<file path="config.mk">
export PLATFORM = sky130hd
export DESIGN_NAME = hcbp_packer
export DESIGN_NICKNAME = d
export VERILOG_FILES = /design/src/rtl/hcbp_pkg.sv /design/src/rtl/hcbp_packer.sv
export VERILOG_INCLUDE_DIRS = /design/src /design/src/rtl
export SDC_FILE = /design/constraint.sdc
export NUM_CORES = 1
export LEC_CHECK = 0
export ABC_AREA = 0
export BUFFER_PORTS_ARGS = -buffer_cell sky130_fd_sc_hd__buf_2
export CORE_ASPECT_RATIO = 0.6
export CORE_MARGIN = 10
export CORE_UTILIZATION = 57
export DETAILED_ROUTE_END_ITERATION = 10
export GPL_ROUTABILITY_DRIVEN = 0
export PLACE_DENSITY = 0.75
export SKIP_CTS_REPAIR_TIMING = 1
export SLEW_MARGIN = 20
export SYNTH_ARGS = -nofsm -noshare
export SYNTH_HDL_FRONTEND = slang
export SYNTH_SLANG_ARGS = --single-unit
</file>
<file path="constraint.sdc">
create_clock -name i_clk -period 15.7 [get_ports i_clk]
set_input_delay 1.57 -clock i_clk [delete_from_list [all_inputs] [get_ports i_clk]]
set_output_delay 1.57 -clock i_clk [all_outputs]
set_load 0.1 [all_outputs]
</file>
<file path="src/rtl/huffman_code_bit_packer_core_macros.svh">
// Assertion macros used by the Huffman bit packer RTL.
// Included by modules that carry concurrent checks; no other dependencies.
`ifndef HUFFMAN_CODE_BIT_PACKER_CORE_MACROS_SVH
`define HUFFMAN_CODE_BIT_PACKER_CORE_MACROS_SVH

// Same-cycle implication, disabled while reset is asserted.
`define HCBP_ASSERT_IMP(label, clk, rst_n, ante, cons, msg) \
    label: assert property (@(posedge clk) disable iff (!rst_n) (ante) |-> (cons)) \
        else $error(msg);

// Next-cycle implication, disabled while reset is asserted.
`define HCBP_ASSERT_NXT(label, clk, rst_n, ante, cons, msg) \
    label: assert property (@(posedge clk) disable iff (!rst_n) (ante) |=> (cons)) \
        else $error(msg);

`endif

</file>
<file path="src/rtl/hcbp_pkg.sv">
// Shared types and constants for the Huffman code bit packer.
// No dependencies; used by every module of the block.
`timescale 1ns / 1ps

package hcbp_pkg;

    // Table geometry.
    localparam int SYMBOL_COUNT  = 256;
    localparam int MAX_CODE_BITS = 31;
    localparam int ADDR_W        = (SYMBOL_COUNT > 1) ? $clog2(SYMBOL_COUNT) : 1;

    // Field widths.
    localparam int KIND_W   = 2;
    localparam int SYM_W    = 8;
    localparam int LEN_W    = 5;
    localparam int CODE_W   = 31;
    localparam int BYTE_BITS = 8;
    localparam int VBITS_W  = 4;

    // Packer widths: up to 7 pending bits plus a 31-bit code.
    localparam int PEND_W   = 7;
    localparam int PCNT_W   = 3;
    localparam int ACC_W    = PEND_W + CODE_W;
    localparam int CNT_W    = 6;
    localparam int FULL_W   = 32;
    localparam int LEFT_W   = 3;

    // Request kinds.
    localparam logic [KIND_W-1:0] KIND_LOAD   = 2'd0;
    localparam logic [KIND_W-1:0] KIND_ENCODE = 2'd1;
    localparam logic [KIND_W-1:0] KIND_FLUSH  = 2'd2;

    // One code table entry.
    typedef struct packed {
        logic [LEN_W-1:0]  len;
        logic [CODE_W-1:0] bits;
    } t_entry;

    // Request handed from the front end to the packer.
    typedef struct packed {
        logic take;
        logic flush;
    } t_req;

endpackage

</file>
<file path="src/rtl/hcbp_packer.sv">
// Bit packer: merges table codes into the pending bits and emits bytes MSB first.
// Depends on hcbp_pkg and the assertion macros header.
`timescale 1ns / 1ps
`include "huffman_code_bit_packer_core_macros.svh"

module hcbp_packer (
    input  logic                          i_clk,
    input  logic                          i_rst_n,
    input  hcbp_pkg::t_req                i_req,
    input  hcbp_pkg::t_entry              i_entry,
    output logic                          o_busy,
    output logic                          o_valid,
    input  logic                          i_stall,
    output logic [hcbp_pkg::BYTE_BITS-1:0] o_out_byte,
    output logic                          o_byte_present,
    output logic [hcbp_pkg::VBITS_W-1:0]  o_valid_bits,
    output logic                          o_is_final,
    output logic                          o_last
);

    // Lookup stage: holds the request whose table data the memory's read register presents.
    logic                               r_s1_vld;
    logic                               r_s1_flush;

    // Pending bits, right aligned.
    logic [hcbp_pkg::PEND_W-1:0]        r_pend;
    logic [hcbp_pkg::PCNT_W-1:0]        r_pcnt;

    // Emitter: holds the full bytes of one request; doubles as output register.
    logic [hcbp_pkg::LEFT_W-1:0]        r_em_left;
    logic [hcbp_pkg::FULL_W-1:0]        r_em_full;
    logic                               r_em_present;
    logic [hcbp_pkg::VBITS_W-1:0]       r_em_vbits;
    logic                               r_em_final;

    logic [hcbp_pkg::LEN_W-1:0]         w_clen;
    logic [hcbp_pkg::ACC_W-1:0]         w_acc;
    logic [hcbp_pkg::CNT_W-1:0]         w_cnt;
    logic [2:0]                         w_rem;
    logic [hcbp_pkg::LEFT_W-1:0]        w_nbytes;
    logic [hcbp_pkg::FULL_W-1:0]        w_full;
    logic [hcbp_pkg::BYTE_BITS:0]       w_keep;
    logic [hcbp_pkg::PEND_W-1:0]        w_new_pend;
    logic [hcbp_pkg::BYTE_BITS-1:0]     w_flush_byte;
    logic [hcbp_pkg::LEFT_W-1:0]        w_items;
    logic                               w_pop;
    logic                               w_em_free;
    logic                               w_s1_go;
    logic [1:0]                         w_idx;

    // Merge the looked-up code with the pending bits.
    assign w_clen     = r_s1_flush ? '0 : i_entry.len;
    assign w_acc      = (hcbp_pkg::ACC_W'(r_pend) << w_clen)
                        | hcbp_pkg::ACC_W'(i_entry.bits);
    assign w_cnt      = hcbp_pkg::CNT_W'(r_pcnt) + hcbp_pkg::CNT_W'(w_clen);
    assign w_rem      = w_cnt[2:0];
    assign w_nbytes   = w_cnt[hcbp_pkg::CNT_W-1:3];
    assign w_full     = hcbp_pkg::FULL_W'(w_acc >> w_rem);
    assign w_keep     = ({{hcbp_pkg::BYTE_BITS{1'b0}}, 1'b1} << w_rem)
                        - {{hcbp_pkg::BYTE_BITS{1'b0}}, 1'b1};
    assign w_new_pend = w_acc[hcbp_pkg::PEND_W-1:0] & w_keep[hcbp_pkg::PEND_W-1:0];

    // A flush pads the pending bits with zeros on the right.
    assign w_flush_byte = {1'b0, r_pend}
                          << (hcbp_pkg::VBITS_W'(hcbp_pkg::BYTE_BITS) - {1'b0, r_pcnt});

    // A flush always gives one result; an encode gives one per full byte.
    assign w_items = r_s1_flush ? hcbp_pkg::LEFT_W'(1) : w_nbytes;

    // Handshake of the emitter and the lookup stage.
    assign w_pop     = o_valid && !i_stall;
    assign w_em_free = (r_em_left == '0) || ((r_em_left == hcbp_pkg::LEFT_W'(1)) && w_pop);
    assign w_s1_go   = r_s1_vld && ((w_items == '0) || w_em_free);
    assign o_busy    = r_s1_vld && !w_s1_go;

    // Lookup stage control.
    always_ff @(posedge i_clk) begin
        if (!i_rst_n) begin
            r_s1_vld   <= 1'b0;
            r_s1_flush <= 1'b0;
        end else if (i_req.take) begin
            r_s1_vld   <= 1'b1;
            r_s1_flush <= i_req.flush;
        end else if (w_s1_go) begin
            r_s1_vld   <= 1'b0;
        end
    end

    // Pending bits update as each request leaves the lookup stage.
    always_ff @(posedge i_clk) begin
        if (!i_rst_n) begin
            r_pend <= '0;
            r_pcnt <= '0;
        end else if (w_s1_go) begin
            if (r_s1_flush) begin
                r_pend <= '0;
                r_pcnt <= '0;
            end else begin
                r_pend <= w_new_pend;
                r_pcnt <= w_rem;
            end
        end
    end

    // Emitter count: load with the new request's bytes, count down on each pop.
    always_ff @(posedge i_clk) begin
        if (!i_rst_n) begin
            r_em_left <= '0;
        end else if (w_s1_go && (w_items != '0)) begin
            r_em_left <= w_items;
        end else if (w_pop) begin
            r_em_left <= r_em_left - hcbp_pkg::LEFT_W'(1);
        end
    end

    // Emitter payload.
    always_ff @(posedge i_clk) begin
        if (w_s1_go && (w_items != '0)) begin
            r_em_final <= r_s1_flush;
            if (r_s1_flush) begin
                r_em_full    <= hcbp_pkg::FULL_W'(w_flush_byte);
                r_em_present <= (r_pcnt != '0);
                r_em_vbits   <= (r_pcnt != '0) ? hcbp_pkg::VBITS_W'(r_pcnt)
                                               : hcbp_pkg::VBITS_W'(hcbp_pkg::BYTE_BITS);
            end else begin
                r_em_full    <= w_full;
                r_em_present <= 1'b1;
                r_em_vbits   <= hcbp_pkg::VBITS_W'(hcbp_pkg::BYTE_BITS);
            end
        end
    end

    // The earliest remaining byte sits highest in the emitter word.
    assign w_idx          = r_em_left[1:0] - 2'd1;
    assign o_valid        = (r_em_left != '0);
    assign o_out_byte     = r_em_full[{w_idx, 3'b000} +: hcbp_pkg::BYTE_BITS];
    assign o_byte_present = r_em_present;
    assign o_valid_bits   = r_em_vbits;
    assign o_is_final     = r_em_final;
    assign o_last         = (r_em_left == hcbp_pkg::LEFT_W'(1));

    // Checks on the packer.
    `HCBP_ASSERT_IMP(a_left_range, i_clk, i_rst_n, 1'b1, r_em_left <= hcbp_pkg::LEFT_W'(4), "emitter holds more than four bytes")
    `HCBP_ASSERT_IMP(a_final_single, i_clk, i_rst_n, o_valid && o_is_final, o_last, "flush result is not the last result")
    `HCBP_ASSERT_IMP(a_encode_full, i_clk, i_rst_n, o_valid && !o_is_final, o_byte_present && (o_valid_bits == hcbp_pkg::VBITS_W'(hcbp_pkg::BYTE_BITS)), "encode byte is not a full byte")
    `HCBP_ASSERT_NXT(a_flush_clears, i_clk, i_rst_n, w_s1_go && r_s1_flush, r_pcnt == '0, "pending bits survive a flush")

endmodule

</file>
# Yosys cells after proc, flatten, opt, wreduce, memory -nomap -nowiden
# Cells that the tools add are included.
[classes] n_reduce_logical=17 n_eq_ne=1 n_shift=5 mux=10 bitwise_logic=2 add_sub_neg=5
[op_table] cell="$or A38 B31 Y38" n=1
[op_table] cell="$shl A7 B5 Y38" n=1
[op_table] cell="$shr A38 B3 Y32" n=1
[op_table] cell="$shiftx A32 B6 Y8" n=1
[op_table] cell="$mux W3" n=4
[op_table] cell="$reduce_bool A3 Y1" n=3
[op_table] cell="$mux W8" n=1
[op_table] cell="$shl A7 B4 Y8" n=1
[op_table] cell="$and A7 B7 Y7" n=1
[op_table] cell="$mux W7" n=1
[op_table] cell="$shl A1 B3 Y7 const A" n=1
[op_table] cell="$sub A7 B1 Y7 const B" n=1
[op_table] cell="$add A3 B5 Y6" n=1
[op_table] cell="$logic_not A3 Y1" n=2
[op_table] cell="$logic_and A1 B1 Y1" n=5
[op_table] cell="$mux W5" n=1
[op_table] cell="$mux W4" n=1
[op_table] cell="$reduce_bool A2 Y1" n=2
[op_table] cell="$sub A4 B3 Y4 const A" n=1
[op_table] cell="$eq A3 B1 Y1 const B" n=1
[op_table] cell="$sub A3 B1 Y3 const B" n=1
[op_table] cell="$logic_not A1 Y1" n=2
[op_table] cell="$logic_or A1 B1 Y1" n=2
[op_table] cell="$mux W1" n=2
[op_table] cell="2 further kinds" n=2
[word_totals] in_bits=41 regBits=53 word_cells=51 output_inout_bits=17

# Depth between registers and ports, before layout
# Gate-level depths: netlist of the first run.
[depth] depth_word=8 depth_mapped=15 ltp_nobuf=13

# Worst setup path before layout of the first run
# No wires, ideal clock.
[synth_path] path_type="input port to flip-flop" start="input port i_entry[33] (netlist bit)" end="register r_em_left[1] (netlist bit)" t_arrival_ns=6.449 setup_ns=0.118 n_path_buf=2 path_stages=9 required_time_ns=15.582 setup_slack_ns=9.133 cell_sequence="nand2b_2 > inv_2 > buf_4 > buf_2 > ha_1 > a41o_1 > a311oi_1 > o32ai_1 > o211a_1"
[synth_via] elab_chain_len=8 word_cells_on_any_way=10 cone_classes="add/sub (1); mux (3); reduce/logical (6)"
[synth_lines] item="from (decl)" line="hcbp_packer.sv:10" rtl="input hcbp_pkg::t_entry i_entry,"
[synth_lines] item="$mux W5 (*)" line="hcbp_packer.sv:52" rtl="assign w_clen = r_s1_flush ? '0 : i_entry.len;"
[synth_lines] item="$add A3 B5 Y6 (*)" line="hcbp_packer.sv:55" rtl="assign w_cnt = hcbp_pkg::CNT_W'(r_pcnt) + hcbp_pkg::CNT_W'(w_clen);"
[synth_lines] item="$mux W3 (*)" line="hcbp_packer.sv:68" rtl="assign w_items = r_s1_flush ? hcbp_pkg::LEFT_W'(1) : w_nbytes;"
[synth_lines] item="$logic_not A3 Y1" line="hcbp_packer.sv:73" rtl="assign w_s1_go = r_s1_vld && ((w_items == '0) || w_em_free);"
[synth_lines] item="$logic_or A1 B1 Y1" line="hcbp_packer.sv:73"
[synth_lines] item="$logic_and A1 B1 Y1" line="hcbp_packer.sv:73"
[synth_lines] item="$logic_and A1 B1 Y1" line="hcbp_packer.sv:109" rtl="end else if (w_s1_go && (w_items != '0)) begin"
[synth_lines] item="$mux W3 / $reduce_bool A2 Y1 (equally long branches)"
[synth_lines] item="to (signal assigned)" line="hcbp_packer.sv:110" rtl="r_em_left <= w_items;"
[synth_lines] item="to (signal assigned)" line="hcbp_packer.sv:112" rtl="r_em_left <= r_em_left - hcbp_pkg::LEFT_W'(1);"
[synth_lines] item="to (decl)" line="hcbp_packer.sv:30" rtl="logic [hcbp_pkg::LEFT_W-1:0] r_em_left;"
# Every way passes the cells marked *; elsewhere a longest branch is shown, timed or not.
# A chain may end at the register's enable or synchronous reset.

# Final worst setup path of the first run
[layout_path] start="input port i_entry[33] (netlist bit)" end="output port o_busy"
[layout_via] elab_chain_len=8
[layout_lines] item="$mux W5" line="hcbp_packer.sv:52"
[layout_lines] item="$add A3 B5 Y6" line="hcbp_packer.sv:55"
[layout_lines] item="$mux W3" line="hcbp_packer.sv:68"
[layout_lines] item="$logic_not A3 Y1" line="hcbp_packer.sv:73"
[layout_lines] item="$logic_or A1 B1 Y1" line="hcbp_packer.sv:73"
[layout_lines] item="$logic_and A1 B1 Y1" line="hcbp_packer.sv:73"
[layout_lines] item="$logic_not A1 Y1" line="hcbp_packer.sv:74" rtl="assign o_busy = r_s1_vld && !w_s1_go;"
[layout_lines] item="$logic_and A1 B1 Y1" line="hcbp_packer.sv:74"
[layout_lines] item="to (decl)" line="hcbp_packer.sv:11" rtl="output logic o_busy,"
# No other way between the ends.

==> reports/results.ini, run 1 <==
[floorplanning]
start_util_pct=58.7
chipHeight_um=92.7
core_area_um2=8560
core.rowCount=26
die_width_um=141
die_area_um2=13100
ios=58

[clocking]
worstSkewPairLatency_ns=0.30
reg_clk_slew_reported_paths_ns=0.08
clock_sink_count=53
clock-root-buffer=clkbuf_16
h-tree-depth=2
numCtsBuffers=5
clockBufferDepth=2
tritoncts=done

[synth]
postSynthAreaPerCell_um2=8.68
synth-edff-count=38
fraction_of_the_mapped_netlist_area_in_adder_cells_pct=2.44
post_synth_num_cell_types=83
yosys.area_share.xor_xnor_pct=1.22
synth_top_family_by_area=compound AO/OA/AOI/OAI gates
synth-warning-count=0
seq_area_frac_synth_pct=28.7
syn_inst=578
postSynth.asyncResetShare_pct=0
synth_fp_nets=628
synth_mux_area_share_pct=15.2
synth-compound-area-share_pct=27.8
synth_top_flop_cell=edfxtp_1
syn_area_um2=5020
synth_simple_gate_area_share_pct=18.5
flip_flop_and_latch_count_after_synthesis=53

[worst_hold_path]
hold_path.class=flip-flop to flip-flop
min-delay-start=r_pcnt[2]

[timing]
final.setup_skew_ns=0.00964
timing.final.setup_violations=0
tightest_slew_ns=0.888
relSlewSlack_pct=40.3
final.setup.tns_ns=0
max_freq_mhz=184
period_minus_slack_ns=5.43
rsz0062_at_grt=no
timing.final.crit_share_pct=34.6
report.final.hold_viol_count=0
final_max_slew_viols=0

[drt]
drcViolationCount=0
routed-via-count=5225
detail_route.iter0.violations=1041
route.detailed.wl_per_inst_um=23.5
detail_route.first_pass.iterations=7
final_routed_wirelength_across_all_metal_layers_um=16800
detail-route-antenna-nets=0
drt-vias-per-instance=7.29

[layout]
diodes=0
layout-drive-gt1-share_pct=19.2
sequential_cell_area_um2=1440
multiInputGateArea_um2=3300
layout.core_utilization_pct=63.9
area.growth.synth_to_final_pct=8.92
num-nets-final=654
final.fill_count=733

[global_route]
maximum_number_of_pins_on_one_net_before_global_route_repair=48
initial_antenna_violation_count=0
grt_first_pass_wirelength_um=26500
grt_pass1_vias=4805
track_usage_pct=25.0
overflow=0

[critical_path]
worst-path-max-fanout=20
timing.critical_path.required_ns=14.13
worstSetupStartpointType=input port
critPathKind=input port to output port
regToRegSetupSlack_ns=11.85
worst_r2r_startpoint=r_s1_flush
setup.worst_path.end_class=output port
worst_ep_arrival_ns=3.86
timing_startpoint_of_the_critical_path=i_entry[33]

[outcome]
result_of_the_run=completed

[power]
comb_power_share_pct=62.7
cellInternalPower_w=0.000406
total_leakage_power_nw=2.02
power.density_cell_area_nw_per_um2=163
netSwitchingFraction_pct=54.4
power.net_switching_w=0.000485
report.power.total_w=0.000891
power.ir.vdd_worst_uv=101
power_frac_seq_pct=24.2
share_clk_of_total_power_pct=13.2

[placed_design]
port_buffer_count=57
dpl.hpwl_um=12700

[run]
max-cap-violations=0

==> Yosys cell counts (all sizes together), types with 5 or more instances <==
cell	count	area (um^2)
clkbuf	30	113
edfxtp	38	1140
inv	23	86.3
nand3	18	90.1
a221oi	7	85.1
mux2i	31	310
o31ai	5	42.5
a21oi	38	190
o21ai	23	115
a221o	8	80.1
nand2	45	169
mux4	16	360
ha	9	113
nor2	64	240
a21o	5	37.5
mux2	8	90.1
nor2b	7	58.8
dfxtp	15	300
a211oi	14	110
a31o	6	61.3
o211ai	5	37.5
buf	16	101
a31oi	11	75.1
nand2b	7	46.3
o22ai	19	119
nor4	6	37.5
nor3	18	95.1
==> worst max-delay path, cell delays in order <==
cell	delay, ns
buf_2	0.24
nand2b_2	0.24
inv_2	0.36
ha_1	0.36
a41o_1	0.25
nand3_1	0.19
and3_1	0.20
buf_2	0.43
==> path summary, 6_finish.rpt <==
check         endpoint  cells past startpoint
max             o_busy                      8
min          r_pcnt[2]                      2
max reg2reg  r_pend[6]                     14
min reg2reg  r_pcnt[2]                      2
==> flip-flops by register name (all words and copies together) (netlist names) <==
signal / flops
r_em_full: 32
r_pend: 7
o_valid_bits: 4
r_em_left: 3
r_pcnt: 3
o_byte_present: 1
o_is_final: 1
r_s1_flush: 1
r_s1_vld: 1
==> power groups by stage <==
| stage | clock network (W) | logic (W) | registers [W] |
|---|---|---|---|
| 5_1_grt | 0.000123 | 0.000590 | 0.000219 |
| 6_report | 0.000117 | 0.000558 | 0.000216 |
| 2_1_floorplan | 0 | 0.000437 | 0.000220 |
| 4_1_cts | 0.000117 | 0.000547 | 0.000215 |
| 3_5_place_dp | 0 | 0.000546 | 0.000218 |
| 3_3_place_gp | 0 | 0.000538 | 0.000217 |
==> per-stage QoR <==
stage          instances  hold slack, ns  worst slack, ns  instance area, um^2
2_1_floorplan        578           0.466             9.13                 5020
3_3_place_gp         709           0.505            10.42                 5310
3_5_place_dp         709           0.505            10.32                 5310
4_1_cts              717           0.516            10.31                 5460
5_1_grt              717           0.584            10.13                 5470
6_report             717           0.522            10.27                 5470
==> logic make-up (layout without fill, tap and decap cells) <==
logic type / Yosys count / in the layout
compound gates: 191 / 191
simple gates: 191 / 191
buf+inv: 71 / 98
mux: 55 / 55
flops: 53 / 53
fa+ha+maj: 10 / 10
xor+xnor: 7 / 7
==> cells in the final DEF (no fill, tap or decap), types with 4 or more instances in the layout <==
cell type	n
mux2i_1	31
inv_1	22
nor2b_1	5
mux4_2	16
nand2b_1	6
dfxtp_1	15
nor3_1	17
nor3b_1	4
clkbuf_16	5
xnor2_1	4
o22a_1	4
o32ai_1	4
a211oi_1	13
nor4_1	6
nor2_1	64
o31ai_1	4
a31oi_1	10
nand2_1	45
buf_4	8
a221o_1	8
o21ai_0	20
a21o_1	5
o211ai_1	5
edfxtp_1	38
a211o_1	4
ha_1	9
a21oi_1	38
o22ai_1	19
a221oi_1	5
buf_2	57
nand3_1	18
mux2_2	8
==> cell type report <==
| type | instances | share of cell area (%) |
|---|---|---|
| multi-input cells | 454 | 60.3 |
| flip-flops and latches | 53 | 26.4 |
| repair buffers | 65 | 6.32 |
| well taps | 112 | 2.56 |
| clock buffers | 5 | 2.29 |
| inverters | 25 | 1.72 |
| clock inverters | 3 | 0.481 |
==> metal layers <==
layer / vias up / GRT usage (%) / wire length [um]
met1: 2376 / 35.9 / 6930
met2: 495 / 33.7 / 6500
met3: 62 / 9.38 / 2930
met5: - / 0 / 0
met4: 0 / 7.45 / 459
li1: 2292 / - / -
No activity file was read; power rests on OpenSTA's default activity.
==> run 2, diff against run 1 <==
clock period = 5.5 ns   (was 15.7 ns; I/O delays follow)
==> run 2 against run 1 <==
  * Largest cell class unchanged
  * Hold slack got worse by 0.031 ns
  * Core utilization is 0.18 points higher
  * Clock skew down 0.0022 ns
  * Critical endpoint is now r_pend[6]
  * First-iteration DRC count increased by 3.9%
  * Critical path depth increased by 7
  * Die area did not move
==> reports/results.ini, run 2 (same netlist as run 1, synthesis figures left out) <==
[global_route]
initial_antenna_violation_count=0  ; unchanged
overflow=0  ; unchanged
grt_pass1_vias=4711  ; was 4805
grt_first_pass_wirelength_um=26100  ; was 26500 um
maximum_number_of_pins_on_one_net_before_global_route_repair=48  ; unchanged
track_usage_pct=24.8  ; was 25.0%

[critical_path]
worstSetupStartpointType=flip-flop  ; was input port
setup.worst_path.end_class=flip-flop  ; was output port
worst-path-max-fanout=36  ; was 20
r2r_cells=15  ; was 14
worst_r2r_startpoint=r_s1_flush  ; unchanged
timing.critical_path.required_ns=5.74  ; was 14.13 ns
reg2reg_to=r_pend[6]  ; unchanged
critPathKind=flip-flop to flip-flop  ; was input port to output port
worst_ep_arrival_ns=4.25  ; was 3.86 ns
regToRegSetupSlack_ns=1.49  ; was 11.85 ns

[drt]
route.detailed.wl_per_inst_um=23.7  ; was 23.5 um
detail_route.iter0.violations=1082  ; was 1041
drcViolationCount=0  ; unchanged
detail_route.first_pass.iterations=6  ; was 7
drt-vias-per-instance=7.24  ; was 7.29
final_routed_wirelength_across_all_metal_layers_um=17000  ; was 16800 um
detail-route-antenna-nets=0  ; unchanged
routed-via-count=5200  ; was 5225

[power]
netSwitchingFraction_pct=54.5  ; was 54.4%
power.ir.vdd_worst_uv=282  ; was 101 uV
cellInternalPower_w=0.00116  ; was 0.000406 W
share_clk_of_total_power_pct=13.2  ; about the same
power_frac_seq_pct=24.3  ; was 24.2%
total_leakage_power_nw=2.03  ; was 2.02 nW
power.density_cell_area_nw_per_um2=466  ; was 163 nW/um^2
report.power.total_w=0.00256  ; was 0.000891 W
comb_power_share_pct=62.5  ; was 62.7%
power.net_switching_w=0.00139  ; was 0.000485 W

[floorplanning]
core.rowCount=26  ; unchanged
die_area_um2=13100  ; unchanged
die_width_um=141  ; unchanged
core_area_um2=8560  ; unchanged
ios=58  ; unchanged
chipHeight_um=92.7  ; unchanged
start_util_pct=58.7  ; unchanged

[placed_design]
placedInstanceArea_um2=5320  ; was 5310 um^2
dpl.hpwl_um=12800  ; was 12700 um
port_buffer_count=57  ; unchanged

[layout]
layout-drive-gt1-share_pct=19.5  ; was 19.2%
final_area_um2=5480  ; was 5470 um^2
multiInputGateArea_um2=3300  ; about the same
sequential_cell_area_um2=1440  ; unchanged
diodes=0  ; unchanged
num-nets-final=655  ; was 654
largest_reg_flops=32  ; unchanged
mostFrequentLayoutCell=nor2_1  ; unchanged
final.fill_count=736  ; was 733
top_register=r_em_full  ; unchanged
most-common-layout-cells=64 x nor2_1, 57 x buf_2, 45 x nand2_1  ; unchanged
layout.core_utilization_pct=64.1  ; was 63.9%
area.growth.synth_to_final_pct=9.22  ; was 8.92%

[timing]
max_freq_mhz=249
final.setup_skew_ns=0.00742  ; was 0.00964 ns
rsz0062_at_grt=no  ; unchanged
tightest_slew_ns=0.969  ; was 0.888 ns
report.final.hold_viol_count=0  ; unchanged
timing.final.setup_violations=0  ; unchanged
period_minus_slack_ns=4.01
timing.final.crit_share_pct=72.9
final_max_slew_viols=0  ; unchanged
relSlewSlack_pct=35.4  ; was 40.3%
final.setup.tns_ns=0  ; unchanged

[run]
max-cap-violations=0  ; unchanged

[worst_hold_path]
timing.hold.worst_path_depth=3  ; was 2
min-delay-start=i_req[1]  ; was r_pcnt[2]
worst_hold_path_ep=r_s1_vld  ; was r_pcnt[2]
hold_path.class=input port to flip-flop  ; was flip-flop to flip-flop

[clocking]
numCtsBuffers=5  ; unchanged
clockBufferDepth=2  ; unchanged
clock_sink_count=53  ; unchanged
tritoncts=done  ; unchanged
reg_clk_slew_reported_paths_ns=0.08  ; about the same
worstSkewPairLatency_ns=0.31  ; was 0.30 ns
h-tree-depth=2  ; unchanged
clock-root-buffer=clkbuf_16  ; unchanged

[outcome]
result_of_the_run=completed  ; unchanged

-- run 2: final cells by class --
type                            instances  share of cell area, %
Inverter                               25                   1.71
Multi-Input combinational cell        454                   60.2
Sequential cell                        53                   26.3
Tap cell                              112                   2.56
Clock inverter                          3                  0.479
Clock buffer                            5                   2.28
Timing Repair Buffer                   66                   6.44
-- run 2: how the worst max path moves through the flow --
stage	startpoint	to
floorplan	r_em_left[1]	r_em_left[1]
global placement	r_s1_flush	r_pend[6]
detailed placement	r_s1_flush	r_pend[6]
CTS	r_s1_flush	r_pend[6]
global route	r_s1_flush	r_pend[6]
finish	r_s1_flush	r_pend[6]
-- run 2: stage by stage --
stage          worst slack, ns  hold slack [ns]  std cells
6_report                  1.49            0.490        718
5_1_grt                   1.29            0.518        718
4_1_cts                   1.64            0.496        718
3_5_place_dp              1.66            0.511        710
3_3_place_gp              1.78            0.497        710
2_1_floorplan            0.753            0.466        578
-- run 2: worst max-delay path, stage by stage (launching register included) --
cell and delay (ns):
dfxtp_1 0.64, buf_4 0.31, nand2b_1 0.26, inv_1 0.07, ha_1 0.28, buf_4 0.35
inv_1 0.08, buf_4 0.27, nor2_1 0.25, nand2_1 0.10, ha_1 0.29, xor2_1 0.17
nor3_1 0.14, a31oi_1 0.06, or4_1 0.48, a21oi_1 0.15
-- run 2: power by group through the flow --
| stage | Combinational (W) | Sequential [W] | Clock (W) |
|---|---|---|---|
| 2_1_floorplan | 0.00125 | 0.000625 | 0 |
| 3_3_place_gp | 0.00154 | 0.000623 | 0 |
| 3_5_place_dp | 0.00156 | 0.000627 | 0 |
| 4_1_cts | 0.00157 | 0.000620 | 0.000334 |
| 5_1_grt | 0.00168 | 0.000631 | 0.000354 |
| 6_report | 0.00160 | 0.000621 | 0.000338 |
-- run 2: metal layers --
layer	GRT usage [%]	vias to the layer above	routed length (um)
li1	-	2301	-
met1	35.3	2396	7260
met2	33.3	450	6610
met3	10.6	53	2790
met4	6.59	0	389
met5	0	-	0
